### src/hdl/cfmf_out_stage.sv
module cfmf_out_stage #(
    parameter int SAMPLE_WIDTH = 16,
    parameter int COEF_WIDTH   = 16,
    parameter int ACC_WIDTH    = 38
) (
    input  logic                           clk,
    input  logic                           rst_n,
    input  logic                           load,
    input  logic                           take,
    input  logic signed [ACC_WIDTH-1:0]    acc_i,
    input  logic signed [ACC_WIDTH-1:0]    acc_q,
    output logic                           valid,
    output logic signed [SAMPLE_WIDTH-1:0] y_i,
    output logic signed [SAMPLE_WIDTH-1:0] y_q
);

    localparam logic signed [ACC_WIDTH-1:0] ROUND_BIAS =
        ACC_WIDTH'(1) <<< (COEF_WIDTH - 2);
    localparam logic signed [SAMPLE_WIDTH-1:0] SAT_MAX =
        {1'b0, {(SAMPLE_WIDTH-1){1'b1}}};
    localparam logic signed [SAMPLE_WIDTH-1:0] SAT_MIN =
        {1'b1, {(SAMPLE_WIDTH-1){1'b0}}};

    logic                           valid_reg;
    logic                           valid_next;
    logic signed [SAMPLE_WIDTH-1:0] y_i_reg;
    logic signed [SAMPLE_WIDTH-1:0] y_q_reg;
    logic signed [SAMPLE_WIDTH-1:0] y_i_next;
    logic signed [SAMPLE_WIDTH-1:0] y_q_next;

    function automatic logic signed [SAMPLE_WIDTH-1:0] round_sat(
        input logic signed [ACC_WIDTH-1:0] acc);
        logic signed [ACC_WIDTH-1:0]           scaled;
        logic [ACC_WIDTH-SAMPLE_WIDTH:0]       top_bits;
        scaled   = (acc + ROUND_BIAS) >>> (COEF_WIDTH - 1);
        top_bits = scaled[ACC_WIDTH-1:SAMPLE_WIDTH-1];
        // in range only when every bit above the kept ones copies the sign
        if ((&top_bits) || !(|top_bits))
        begin
            return scaled[SAMPLE_WIDTH-1:0];
        end
        else if (scaled[ACC_WIDTH-1])
        begin
            return SAT_MIN;
        end
        else
        begin
            return SAT_MAX;
        end
    endfunction

    always_comb
    begin
        y_i_next   = round_sat(acc_i);
        y_q_next   = round_sat(acc_q);
        valid_next = valid_reg;
        if (load)
        begin
            valid_next = 1'b1;
        end
        else if (take)
        begin
            valid_next = 1'b0;
        end
    end

    always_ff @(posedge clk or negedge rst_n)
    begin
        if (!rst_n)
        begin
            valid_reg <= 1'b0;
        end
        else
        begin
            valid_reg <= valid_next;
        end
    end

    always_ff @(posedge clk)
    begin
        if (load)
        begin
            y_i_reg <= y_i_next;
            y_q_reg <= y_q_next;
        end
    end

    assign valid = valid_reg;
    assign y_i   = y_i_reg;
    assign y_q   = y_q_reg;

endmodule

### config.mk
export PLATFORM = sky130hd
export DESIGN_NAME = cfmf_out_stage
export DESIGN_NICKNAME = d
export VERILOG_FILES = /design/src/hdl/cfmf_out_stage.sv
export SDC_FILE = /design/constraint.sdc
export NUM_CORES = 1
export LEC_CHECK = 0
export BUFFER_PORTS_ARGS = -buffer_cell sky130_fd_sc_hd__buf_4
export CAP_MARGIN = 20
export CORE_MARGIN = 3
export CORE_UTILIZATION = 51
export CTS_CLUSTER_SIZE = 8
export DETAILED_ROUTE_END_ITERATION = 12
export PLACE_DENSITY = 0.87
export SLEW_MARGIN = 5
export SYNTH_ARGS = -nofsm -noshare
export SYNTH_HDL_FRONTEND = slang
export SYNTH_SLANG_ARGS = --single-unit
### constraint.sdc
create_clock -name clk -period 1.06 [get_ports clk]
set_input_delay 0.106 -clock clk [delete_from_list [all_inputs] [get_ports clk]]
set_output_delay 0.106 -clock clk [all_outputs]
set_load 0.1 [all_outputs]
==> flow_summary.yaml, run 1 <==
synth:
  yosys.area.top_type: "edfxtp_1"
  synth_nets: 325
  yosys-top-cells-area: "edfxtp_1, xnor2_1, xor2_1"
  synth.top_cell.area_share_pct: 40.5
  synth_edf_count: 32
  synth-seq-area-share_pct: 41.6
  synth-main-ff-cell: "edfxtp_1"
  synth-seq-cells: 33
  yosysWarningCount: 0
  syn_inst: 243
  synthArstFlopShare_pct: 3.03
  synth_cell_types: 45
  syn_area_sq_mm: 0.00237
  avgSynthCellArea_sq_um: 9.76
run_status:
  lastStage: "global routing (5_1_grt)"
  error: "[ERROR DPL-0038] Utilization greater than 100%, impossible to legalize"
  status: "aborted with a tool error"
clock_tree:
  clock_tree.buffer_depth: 2
  h-tree-depth: 2
  cts_root_buffer: "clkbuf_8"
  numCtsBuffers: 5
  clock_sinks: 33
placement:
  dp_cells: 455
  hpwl_microns: 7040
  gp_congestion: 0.962
  numPortBuffers: 84
sta:
  endpoint_type: "sequential cell input"
  worstEndpointGrtRepair: "y_q[7]$_DFFE_PP_/D"
die:
  start_util_pct: 53.7
  ioPinCount: 113
  die_h_microns: 74.2
  rows: 24
  die_x_microns: 74.2
global_routing:
  grt_start_max_net_pins: 34
stage by stage:
stage                     hold WS [ns]  setup slack [ns]  cell area (sq um)  util [%]
after floorplan                 -0.190             -1.05               2540         -
after global placement          -0.118             -1.11               3800      86.1
after detailed placement        -0.117             -1.36               3800      86.1
after CTS                        0.121            -0.846               4200      95.2
logic make-up after synthesis:
logic type                 synth area share [%]
DFF                                        41.6
buffers and inverters                      2.95
AOI/OAI and AO/OA                          18.2
xor gates and xnor gates                   12.6
adders and majority gates                  1.05
muxes                                     0.422
and+or+nand+nor                            23.2
synthesized netlist by cell type, drive strengths merged, types with 4 or more instances:
master   count
a2111oi      5
a21oi        7
a22oi        5
and3         5
buf          4
edfxtp      32
inv          7
nand2       20
nand3       19
nand3b       5
nand4       10
nor2        21
nor3         9
o22ai       19
or3          5
xnor2       20
xor2        14
repair_timing:
action,in CTS
hold endpoints to repair,1
gates cloned,2
setup endpoints to repair,35
resized for setup,46
buffers inserted,9
hold buffers,1
pin swaps,8
==> run 2, diff against run 1 <==
--- a/config.mk
+++ b/config.mk
@@ -8,10 +8,9 @@
 export BUFFER_PORTS_ARGS = -buffer_cell sky130_fd_sc_hd__buf_4
 export CAP_MARGIN = 20
 export CORE_MARGIN = 3
-export CORE_UTILIZATION = 51
-export CTS_CLUSTER_SIZE = 8
+export CORE_UTILIZATION = 40
 export DETAILED_ROUTE_END_ITERATION = 12
-export PLACE_DENSITY = 0.87
+export PLACE_DENSITY_LB_ADDON = 0.15
 export SLEW_MARGIN = 5
 export SYNTH_ARGS = -nofsm -noshare
 export SYNTH_HDL_FRONTEND = slang
==> run 2 against run 1 <==
Compared with the run above: synthesized cell count did not move; the flow now finishes, with violations (setup timing); area after synthesis is the same.
==> flow_summary.yaml, run 2 <==
clock_tree:
  clock_tree.buffer_depth: 2
  clk_latency_ns: 0.28
  cts_root_buffer: "clkbuf_8"
  path_clk_slew_ns: 0.06
  clock_sinks: 33
  h-tree-depth: 2
  numCtsBuffers: 5
  cts_tree: "yes"
die:
  rows: 27
  start_util_pct: 42.3
  die_x_microns: 83.0
  dieArea_sq_mm: 0.00689
  die_h_microns: 83.0
  coreArea_sq_mm: 0.00561
  ioPinCount: 113
cells_and_area:
  design_area_sq_mm: 0.00445
  layout_common_cells: "buf_4, edfxtp_1, xnor2_1"
  drive_above_1_share_pct: 58.4
  layout_commonest_cell: "buf_4"
  diodes: 0
  seq_area_sq_um: 987
  layout-area-overhead-vs-synth_pct: 87.4
  fill_cells: 368
  nets: 516
  fin_cells: 507
  multi_input_area_sq_mm: 0.00168
sta:
  finClkSkew_ns: 0
  setup_ws_ns: -0.949
  rsz0062_at_grt: "true"
  hold_viol: 0
  period_minus_slack_ns: 2.01
  fin_crit_sh_pct: 190
  final-setup-viol-count: 33
  slew_headroom_pct: 74.2
  drv_slew: 0
  max_freq_mhz: 498
  worst_pin_slew_ns: 0.377
worst_setup_path:
  worstRegToRegCells: 1
  r2r_start: "valid"
  crit_end: "y_q[8]"
  crit_start: "acc_q[20]"
  worst_setup_path_start_kind: "primary input"
  reg2reg_setup_slack_ns: 0.38
  worstPathArrival_ns: 2.02
  setup.worst_path.class: "in -> reg"
  end_kind: "register"
  worstReg2RegEnd: "valid"
  cp_max_fo: 8
  crit_required_ns: 1.08
placement:
  post_dp_cell_area_sq_mm: 0.00386
  dp_cells: 479
  numPortBuffers: 84
  hpwl_microns: 5870
  gp_congestion: 0.905
synth:
  synth-seq-cells: 33
  synth_nets: 325
  syn_inst: 243
  synth-main-ff-cell: "edfxtp_1"
  synth_commonest_cells: "edfxtp_1, nor2_1, nand2_1, xnor2_1"
  yosys.area.top_type: "edfxtp_1"
  avgSynthCellArea_sq_um: 9.76
  syn_area_sq_mm: 0.00237
  synth_edf_count: 32
  synthArstFlopShare_pct: 3.03
  yosys-top-cells-area: "edfxtp_1, xnor2_1, xor2_1"
  yosysWarningCount: 0
  synth-seq-area-share_pct: 41.6
  synth_cell_types: 45
  yosysMostFrequentCell: "edfxtp_1"
  synth.top_cell.area_share_pct: 40.5
pwr:
  p_seq_share_pct: 33.7
  p_comb_share_pct: 40.8
  power_density_mw_per_mm2: 1060
  leakagePower_nw: 1.79
  p_int_mw: 2.98
  swShare_pct: 37.0
  clockPowerShare_pct: 25.5
  ir_worst_vdd_uv: 811
  power.switching_mw: 1.75
flow_run:
  maxCapViolCount: 0
drt:
  vias: 2784
  via_per_inst: 5.49
  drt_iter0_drc: 248
  ant_nets: 0
  drt-pass1-iter-count: 4
  post_drt_wl_per_cell_microns: 16.7
  drc: 0
  totalWireLength_microns: 8490
global_routing:
  antenna_found_initial: 0
  grt_use_total_pct: 22.1
  grt_pass1_wl_microns: 12500
  grt_pass1_vias: 2489
  grt_start_max_net_pins: 34
  grt-ovfl-total: 0
run_status:
  violations: "setup timing"
  status: "finished, violations left"
worst_hold_path:
  hold_class: "in -> reg"
  hold_depth: 3
[run 2: cell counts after synthesis]
No cell type changed its count.
[run 2: final cells by class]
| type | count | share of cell area, % |
|---|---|---|
| Multi-Input combinational cell | 197 | 37.7 |
| Timing Repair Buffer | 189 | 34.6 |
| Sequential cell | 33 | 22.2 |
| Tap cell | 72 | 2.03 |
| Clock buffer | 7 | 1.94 |
| Clock inverter | 1 | 0.675 |
| Inverter | 7 | 0.647 |
| Timing Repair inverter | 1 | 0.169 |
[run 2: worst min path at each step]
stage	start	to	slack (ns)
floorplan	rst_n	valid	-0.19
global placement	rst_n	valid	-0.12
detailed placement	rst_n	valid	-0.12
CTS	take	valid	0.1
global route	take	valid	0.12
finish	take	valid	0.11
[run 2: through the flow]
stage | util (%) | setup WS (ns) | hold slack (ns) | power [mW] | TNS (ns)
3_3_place_gp | 68.8 | -1.13 | -0.119 | 3.35 | -33.73
2_1_floorplan | - | -1.05 | -0.190 | 2.70 | -30.17
6_report | 79.3 | -0.949 | 0.115 | 4.73 | -25.75
4_1_cts | 75.6 | -0.816 | 0.0970 | 4.61 | -24.34
3_5_place_dp | 68.8 | -1.15 | -0.117 | 3.36 | -34.17
5_1_grt | 79.3 | -0.998 | 0.121 | 4.89 | -27.54
[run 2: metal layers]
| metal | vias up | part of all wire, % | GRT usage (%) |
|---|---|---|---|
| li1 | 1337 | - | - |
| met1 | 1305 | 42 | 30.9 |
| met3 | 13 | 7.3 | 3.27 |
| met5 | - | 0 | 0 |
| met2 | 129 | 49 | 35.6 |
| met4 | 0 | 1.4 | 5.79 |
[run 2: worst max-delay path, cell delays in order]
cell	delay (ns)
buf_6	0.07
nand4_1	0.21
or4_4	0.59
o31ai_4	0.27
buf_4	0.17
o2bb2a_4	0.21
a21oi_2	0.26
o22ai_2	0.13
[run 2: power groups by stage]
stage	logic, mW	clock network (mW)	registers [mW]
2_1_floorplan	0.288	0	2.42
3_3_place_gp	1.73	0	1.62
3_5_place_dp	1.74	0	1.62
4_1_cts	1.82	1.21	1.59
5_1_grt	2.01	1.28	1.61
6_report	1.93	1.20	1.60
[run 2: what timing repair did]
| item | in CTS | in global routing |
|---|---|---|
| pin swaps | 7 | 12 |
| endpoints found under the hold margin | 1 | 0 |
| buffers inserted | 8 | 8 |
| cloned | 2 | 3 |
| gates resized for setup | 37 | 31 |
| endpoints found under the setup margin | 32 | 35 |
| hold buffers | 1 | 0 |
[run 2: cells by family after synthesis]
group	synth area share, %
XOR/XNOR	12.6
buffers and inverters	2.95
multiplexers	0.422
flip-flops	41.6
AO/OA/AOI/OAI	18.2
adder cells (fa/ha/maj)	1.05
AND/OR/NAND/NOR	23.2
Note: power is estimated with default switching activity, not from simulation.
