<file path="config.mk">
export PLATFORM = sky130hd
export DESIGN_NAME = cfmf_cell
export DESIGN_NICKNAME = d
export VERILOG_FILES = /design/src/hdl/cfmf_cell.sv
export SDC_FILE = /design/constraint.sdc
export NUM_CORES = 1
export LEC_CHECK = 0
export ABC_AREA = 1
export BUFFER_PORTS_ARGS = -buffer_cell sky130_fd_sc_hd__buf_4
export CORE_MARGIN = 2
export CORE_UTILIZATION = 35
export DETAILED_ROUTE_END_ITERATION = 8
export GPL_ROUTABILITY_DRIVEN = 0
export GPL_TIMING_DRIVEN = 0
export PLACE_DENSITY = 0.65
export SLEW_MARGIN = 20
export SYNTH_ARGS = -nofsm -noshare
export SYNTH_HDL_FRONTEND = slang
export SYNTH_SLANG_ARGS = --single-unit
</file>
<file path="constraint.sdc">
create_clock -name clk -period 1.4 [get_ports clk]
set_input_delay 0.21 -clock clk [delete_from_list [all_inputs] [get_ports clk]]
set_output_delay 0.21 -clock clk [all_outputs]
set_load 0.01 [all_outputs]
</file>
<file path="src/hdl/cfmf_cell.sv">
module cfmf_cell #(
    parameter int SAMPLE_WIDTH = 16,
    parameter int COEF_WIDTH   = 16,
    parameter int ACC_WIDTH    = 38,
    parameter logic signed [COEF_WIDTH-1:0] COEF = '0
) (
    input  logic                           clk,
    input  logic                           rst_n,
    input  logic                           advance,
    input  logic signed [SAMPLE_WIDTH-1:0] x_i,
    input  logic signed [SAMPLE_WIDTH-1:0] x_q,
    input  logic signed [ACC_WIDTH-1:0]    sum_in_i,
    input  logic signed [ACC_WIDTH-1:0]    sum_in_q,
    output logic signed [ACC_WIDTH-1:0]    sum_i,
    output logic signed [ACC_WIDTH-1:0]    sum_q
);

    localparam int PROD_WIDTH = SAMPLE_WIDTH + COEF_WIDTH;

    logic signed [PROD_WIDTH-1:0] prod_i;
    logic signed [PROD_WIDTH-1:0] prod_q;
    logic signed [ACC_WIDTH-1:0]  sum_i_reg;
    logic signed [ACC_WIDTH-1:0]  sum_q_reg;
    logic signed [ACC_WIDTH-1:0]  sum_i_next;
    logic signed [ACC_WIDTH-1:0]  sum_q_next;

    always_comb
    begin
        prod_i     = x_i * COEF;
        prod_q     = x_q * COEF;
        sum_i_next = ACC_WIDTH'(prod_i) + sum_in_i;
        sum_q_next = ACC_WIDTH'(prod_q) + sum_in_q;
    end

    // Partial sums are filter state: cleared at reset, moved only per accepted word
    always_ff @(posedge clk or negedge rst_n)
    begin
        if (!rst_n)
        begin
            sum_i_reg <= '0;
            sum_q_reg <= '0;
        end
        else if (advance)
        begin
            sum_i_reg <= sum_i_next;
            sum_q_reg <= sum_q_next;
        end
    end

    assign sum_i = sum_i_reg;
    assign sum_q = sum_q_reg;

endmodule

</file>
; ---- Yosys cells after proc, flatten, opt, wreduce, memory -nomap -nowiden
; Cells that the tools add are included.
[word_totals]
register_bits = 76
input_bits = 111
out_inout_bits = 76
elab_cells = 2

; ---- Logic depth before layout (Yosys ltp)
; Gate-level depths: netlist of run 1.
[depth]
depth_word = 0
mapped_depth = 6
depth_no_buf = 3

; ---- Worst setup path before layout of run 1
; No wires, ideal clock.
[synth_timing]
path_kind = in2reg
startpoint = input port advance
endpoint = register sum_q_reg[10], in the netlist sum_q[10]
setup_ns = 0.117
arrival_ns = 0.715
setup_slack_ns = 0.568
stages = 5
path_buffers = 3
path_cell_list = buf_4 -> buf_6 -> buf_2 -> nand2_1 -> nand2_1
[synth_rtl]
columns = element, line_no
row1 = from (decl), 9  ; input logic advance,
row2 = to (signal assigned), 46  ; sum_q_reg <= sum_q_next;
row3 = to (decl), 23  ; logic signed [ACC_WIDTH-1:0] sum_q_reg;

; ---- Worst setup path after layout of run 1
[layout_timing]
startpoint = register sum_i_reg[27], in the netlist sum_i[27]
endpoint = output port sum_i[27]
[layout_rtl]
columns = element, line_no
row1 = from (decl), 22  ; logic signed [ACC_WIDTH-1:0] sum_i_reg;
row2 = from (signal assigned), 45  ; sum_i_reg <= sum_i_next;
row3 = to (decl), 14  ; output logic signed [ACC_WIDTH-1:0] sum_i,
; No word-level cell between the ends.

==> results.env, run 1 <==
SYNTHADDERAREAFRAC=0
CTS_BUFFER_DEPTH=2
TIMING.CRITICAL_PATH.CELLS='buf_4'
FLOORPLAN.DIE.HEIGHT_UM=94.9
FIN_UTIL=0.541
INSTANCES_NO_FILL=596
TOTAL_OVERFLOW_REPORTED_BY_THE_GLOBAL_ROUTER=0
DRIVE_GT1_FRAC=0.375
PIN_COUNT_OF_THE_BIGGEST_NET_ENTERING_GLOBAL_ROUTING=77
HTREEDEPTH=3
STARTPOINT_TYPE='register'
POST_DRT_WL_PER_CELL_UM=11.6
FLOORPLAN.ROWS=33
CTS-RESIZED-GATES=0
HOLD_CLASS='in2async'
PATH_DELAY_FAMILY='flip-flops'
ANTENNA_FOUND_INITIAL=0
CPPEAKSTAGEDELAY_NS=0.40
PLACED_CELL_AREA_UM2=4170
ACHIEVABLE-FREQUENCY_MHz=922
YS_TOP_CELLS_BY_AREA='dfrtp_1 (66%), nand2_1 (30%), buf_6 (2.3%)'
CLKLATENCYLATEPIN_NS=0.32
FINAL.SETUP_SKEW_NS=0
CP_DATA_ARRIVAL_TIME_NS=0.87
FIN_CRIT_SH=0.775
TIMING.CRITICAL_PATH.TO_TYPE='output port'
ROUTE.VIAS.TOTAL=2558
WORST_EP_REQUIRED_TIME_NS=1.19
CRITPATHLAUNCH='sum_i[27]'
CRIT_FANOUT=2
CTS_TREE='yes'
RUN_STATUS='finished, final reports clean'
SHARE_OF_YOSYS_CELL_AREA_CLAIMED_BY_THE_TOP_AREA_CELL_TYPE=0.658
FIRST_GLOBAL_VIAS=2392
SYNTH_COMPOUND_GATE_AREA_SHARE=0
POSTSYNTHNETCOUNT=433
NUMCTSBUFFERS=9
FINAL_ANTENNA_NET_COUNT=0
MAX-CAP-VIOLATIONS=0
FIN_TOTAL_PWR_mW=5.16
FINAL_NETS=597
RSZ0062_AT_GRT='no'
CTS.HOLD.BUFFERS_ADDED=0
VDD.IR_DROP.WORST_V=0.000499
PERIOD_NEEDED_NS=1.08
INSERTEDDIODECOUNT=0
REPORT.FINAL.SETUP_VIOL=0
NUMBER_OF_STORAGE_ELEMENTS_IN_THE_SYNTHESIS_NETLIST=76
INITIAL_UTILIZATION=0.357
TOTALWIRELENGTH_UM=6910
WORSTSETUPPATHTYPE='reg2out'
SYN2LAYOUT_AREA_GROWTH_PCT=51.5
SYNTH_AREA_LEADER_CELL='dfrtp_1'
SYNTH-WARNING-COUNT=0
FIRSTDRTPASSITERS=4
CP_MAX_DELAY_CELL='dfrtp_1'
TIGHTEST_SLEW_NS=0.930
DRT_FIRST_ITER_VIOLATIONS=67
FIN_HOLD_VIOLS=0
TIMING.SETUP.TNS_NS=0
POWER.STATIC_LEAKAGE_nW=2.52
POST-ROUTE-DRC-COUNT=0
DP_HPWL_UM=5070
POST_SYNTH_INST_COUNT=322
GRT.TOTAL_USAGE=0.157
MOST-COMMON-LAYOUT-CELLS='nand2_1 (228), buf_4 (155), dfrtp_1 (76)'
FLOORPLAN.DIE.WIDTH_UM=94.9
CTS_POST_SETUP_BUFFERS_INSERTED=0
DP_SLACK_NS=0.343
REGTOREGSTARTPOINT='sum_i[27]'
PORT_BUFFERS=153
WORST-PATH-BUF-INV=1
GRT_PASS1_WL_UM=11100
P_PER_AREA_nW_PER_UM2=1180
CTS.CLK_SLEW.WORST_PATHS_NS=0.08
LAYOUT_COMMONEST_CELL='nand2_1'
POSTLAYOUTCELLAREA_UM2=4380
MAX-SLEW-MARGIN-REL=0.380
SYNTH_AREA_UM2=2890
POST_DRT_VIA_CELL_RATIO=4.29
FIN_WS_NS=0.315
SEQ_AREA_FRAC_SYNTH=0.658
NUMCLOCKSINKS=76
PLACEABLECOREAREA_UM2=8090
SYNTH.AVG_CELL_AREA_UM2=8.97
IO-PIN-COUNT=187
POST-PLACE-CELLS=580
SYNTH_SIMPLE_GATE_AREA_SHARE=0.296
SYNTH_TOP_FAMILY_BY_AREA='simple AND/OR/NAND/NOR gates'
REPORT.FINAL.SLEW_VIOL_COUNT=0
FIN_HOLD_WS_NS=0.0124
YOSYS-MUX-AREA-FRACTION=0
CLOCKROOTBUFFER='clkbuf_8'
SYNTH-XOR-AREA-SHARE=0
FLOORPLAN.DIE_AREA_UM2=9000
SYNTH.LIB_CELLS_USED.DISTINCT=6
==> per-layer routing <==
| layer | share of wire | up-vias | wire length [um] | GRT usage |
|---|---|---|---|---|
| met5 | 0 | - | 0 | 0 |
| met4 | 0.010 | 0 | 70 | 0.0507 |
| met3 | 0.077 | 9 | 532 | 0.0359 |
| met2 | 0.48 | 91 | 3290 | 0.256 |
| met1 | 0.44 | 1169 | 3010 | 0.208 |
| li1 | - | 1289 | - | - |
==> cell families (layout without fill, tap and decap cells) <==
group | count (synthesis) | in the layout
and+or+nand+nor | 228 | 228
DFF | 76 | 76
buffers and inverters | 18 | 187
==> layout make-up <==
| type | instances | area (um2) |
|---|---|---|
| inverter | 1 | 3.75 |
| tap | 105 | 131 |
| multi-input combinational | 228 | 856 |
| buffer | 17 | 128 |
| clock buffer | 12 | 135 |
| fill | 801 | 3710 |
| clock inverter | 4 | 73.8 |
| timing repair buffer | 153 | 1150 |
| sequential | 76 | 1900 |
==> Yosys cell counts <==
master / instances
nand2_1: 228
dfrtp_1: 76
inv_2: 1
buf_6: 6
buf_4: 2
buf_2: 9
==> worst register-to-register path: stages, from the launching register on <==
cell     delay, ns
dfrtp_1       0.40
nand2_1       0.07
nand2_1       0.05
==> path summary, 6_finish.rpt <==
check	endpoint	slack (ns)	depth (start not counted)
worst max-delay path	sum_i[27]	0.32	1
worst min-delay path	sum_q[32]	0.01	1
worst max register to register	sum_i[27]	0.78	2
worst min register to register	sum_i[1]	0.47	2
max in group asynchronous	sum_i[36]	0.78	1
min in group clk	sum_i[11]	0.07	3
==> where the power goes <==
| part | internal, mW | total [mW] | switching (mW) | leakage, nW |
|---|---|---|---|---|
| clock network | 1.01 | 1.76 | 0.750 | 0.105 |
| logic | 0.482 | 0.903 | 0.420 | 1.49 |
| registers | 2.39 | 2.50 | 0.106 | 0.926 |
Note: power is estimated with default switching activity, not from simulation.
==> run 2, diff against run 1 <==
PLACE_DENSITY = 0.68   (was 0.65)
clock period = 0.9 ns   (was 1.4 ns; I/O delays follow)
==> run 2 against run 1 <==
The flow now finishes with violations (negative hold slack, negative setup slack). Total power grew 81%. Clock power rose by 89%. Sequential power grew 58%. Critical path type unchanged.
==> results.env, run 2 (synthesis gave the netlist of run 1 again) <==
RUN_STATUS='finished with violations'
VIOLATIONS='negative hold slack, negative setup slack'
CTS.CLK_SLEW.WORST_PATHS_NS=0.08
HTREEDEPTH=3
PIN_COUNT_OF_THE_BIGGEST_NET_ENTERING_GLOBAL_ROUTING=77
TIMING.CRITICAL_PATH.CELLS='buf_6'
CTS_BUFFER_DEPTH=2
CTS_TREE='yes'
FINAL_ANTENNA_NET_COUNT=0
TOTAL_OVERFLOW_REPORTED_BY_THE_GLOBAL_ROUTER=0
CPPEAKSTAGEDELAY_NS=0.41
FINAL_NETS=693
DP_HPWL_UM=5350
PORT_BUFFERS=153
CLKLATENCYLATEPIN_NS=0.33
R2R_SETUP_SLACK_NS=0.04
GRT_PASS1_WL_UM=13700
WORSTSETUPPATHTYPE='reg2out'
GRT.TOTAL_USAGE=0.197
REGISTER_AREA_UM2=1900
SYN2LAYOUT_AREA_GROWTH_PCT=93.3
INSERTEDDIODECOUNT=0
PLACED_CELL_AREA_UM2=4170
REPORT.FINAL.SLEW_VIOL_COUNT=0
PATH_DELAY_FAMILY='flip-flops'
TIMING.SETUP.TNS_NS=-6.52
FINAL.SETUP_SKEW_NS=0
POST-PLACE-CELLS=580
ACHIEVABLE-FREQUENCY_MHz=992
CP_MAX_DELAY_CELL='dfrtp_1'
IO-PIN-COUNT=187
DRT_FIRST_ITER_VIOLATIONS=88
POST-ROUTE-DRC-COUNT=0
PLACEABLECOREAREA_UM2=8090
WORST-R2R-CELL-COUNT=4
FIN_CRIT_SH=1.12
TOTALWIRELENGTH_UM=9010
NUMBER_OF_FILLER_CELLS_PLACED_IN_THE_LAYOUT=601
REGTOREGSTARTPOINT='sum_q[31]'
NUMCTSBUFFERS=9
NUMCLOCKSINKS=76
MOST-COMMON-LAYOUT-CELLS='nand2_1 (228), buf_4 (119), buf_6 (82)'
WORST-PATH-BUF-INV=1
CP_DATA_ARRIVAL_TIME_NS=0.87
FIRST_GLOBAL_VIAS=3013
POSTLAYOUTCELLAREA_UM2=5580
CLOCKROOTBUFFER='clkbuf_8'
TIMING.CRITICAL_PATH.TO_TYPE='output port'
MAX-CAP-VIOLATIONS=0
FLOORPLAN.ROWS=33
PERIOD_NEEDED_NS=1.01
HOLD_CLASS='in2async'
ROUTE.VIAS.TOTAL=3007
WORST_EP_REQUIRED_TIME_NS=0.76
CRIT_FANOUT=2
INITIAL_UTILIZATION=0.357
LAYOUT_COMMONEST_CELL='nand2_1'
FIN_HOLD_VIOLS=66
REPORT.FINAL.SETUP_VIOL=76
TIGHTEST_SLEW_NS=0.956
DRIVE_GT1_FRAC=0.387
FIN_HOLD_WS_NS=-0.0743
POST_DRT_WL_PER_CELL_UM=13.0
POST_DRT_VIA_CELL_RATIO=4.35
POWER.STATIC_LEAKAGE_nW=3.07
AREA_USED_BY_MULTI_INPUT_COMBINATIONAL_LOGIC_UM2=856
FIRSTDRTPASSITERS=5
ANTENNA_FOUND_INITIAL=0
INSTANCES_NO_FILL=692
P_PER_AREA_nW_PER_UM2=1670
STARTPOINT_TYPE='register'
FIN_TOTAL_PWR_mW=9.32
FLOORPLAN.DIE.HEIGHT_UM=94.9
CRITICAL_R2R_CAPTURE='sum_q[31]'
VDD.IR_DROP.WORST_V=0.000987
FLOORPLAN.DIE_AREA_UM2=9000
RSZ0062_AT_GRT='yes'
FLOORPLAN.DIE.WIDTH_UM=94.9
FIN_WS_NS=-0.108
MAX-SLEW-MARGIN-REL=0.363
-- run 2: cell type report --
class,instances,share of cell area
buffer,17,0.0229
timing repair buffer,249,0.411
sequential,76,0.341
multi-input combinational,228,0.153
tap,105,0.0235
inverter,1,0.000672
clock inverter,3,0.0161
clock buffer,13,0.0320
-- run 2: timing repair --
action / in CTS / in global routing
hold buffers: 53 / 3
endpoints found under the setup margin: 76 / 76
pin swaps: 0 / 0
gates resized for setup: 76 / 0
buffers inserted: 20 / 20
endpoints found under the hold margin: 129 / 3
-- run 2: routing by layer --
metal,GRT usage,share of wire
met1,0.225,0.39
met2,0.352,0.53
met3,0.0599,0.061
met4,0.0580,0.024
met5,0,0
-- run 2: how the worst max path moves through the flow --
stage               from  slack (ns)        end  cells after the start
2_1_floorplan    advance        0.14  sum_q[10]                      5
3_3_place_gp       rst_n       -0.06  sum_i[30]                      1
3_5_place_dp       rst_n       -0.07  sum_i[36]                      1
4_1_cts         sum_i[5]       -0.13   sum_i[5]                      1
5_1_grt        sum_q[10]       -0.15  sum_q[10]                      1
6_report       sum_q[10]       -0.11  sum_q[10]                      1
-- run 2: where the power goes --
group	switching, mW	internal, mW
Sequential	0.228	3.72
Clock	1.17	2.15
Combinational	0.783	1.27
-- run 2: through the flow --
step	utilization	setup WS [ns]
2_1_floorplan	-	0.143
3_3_place_gp	0.515	-0.0599
3_5_place_dp	0.515	-0.0745
4_1_cts	0.668	-0.129
5_1_grt	0.690	-0.153
6_report	0.690	-0.108
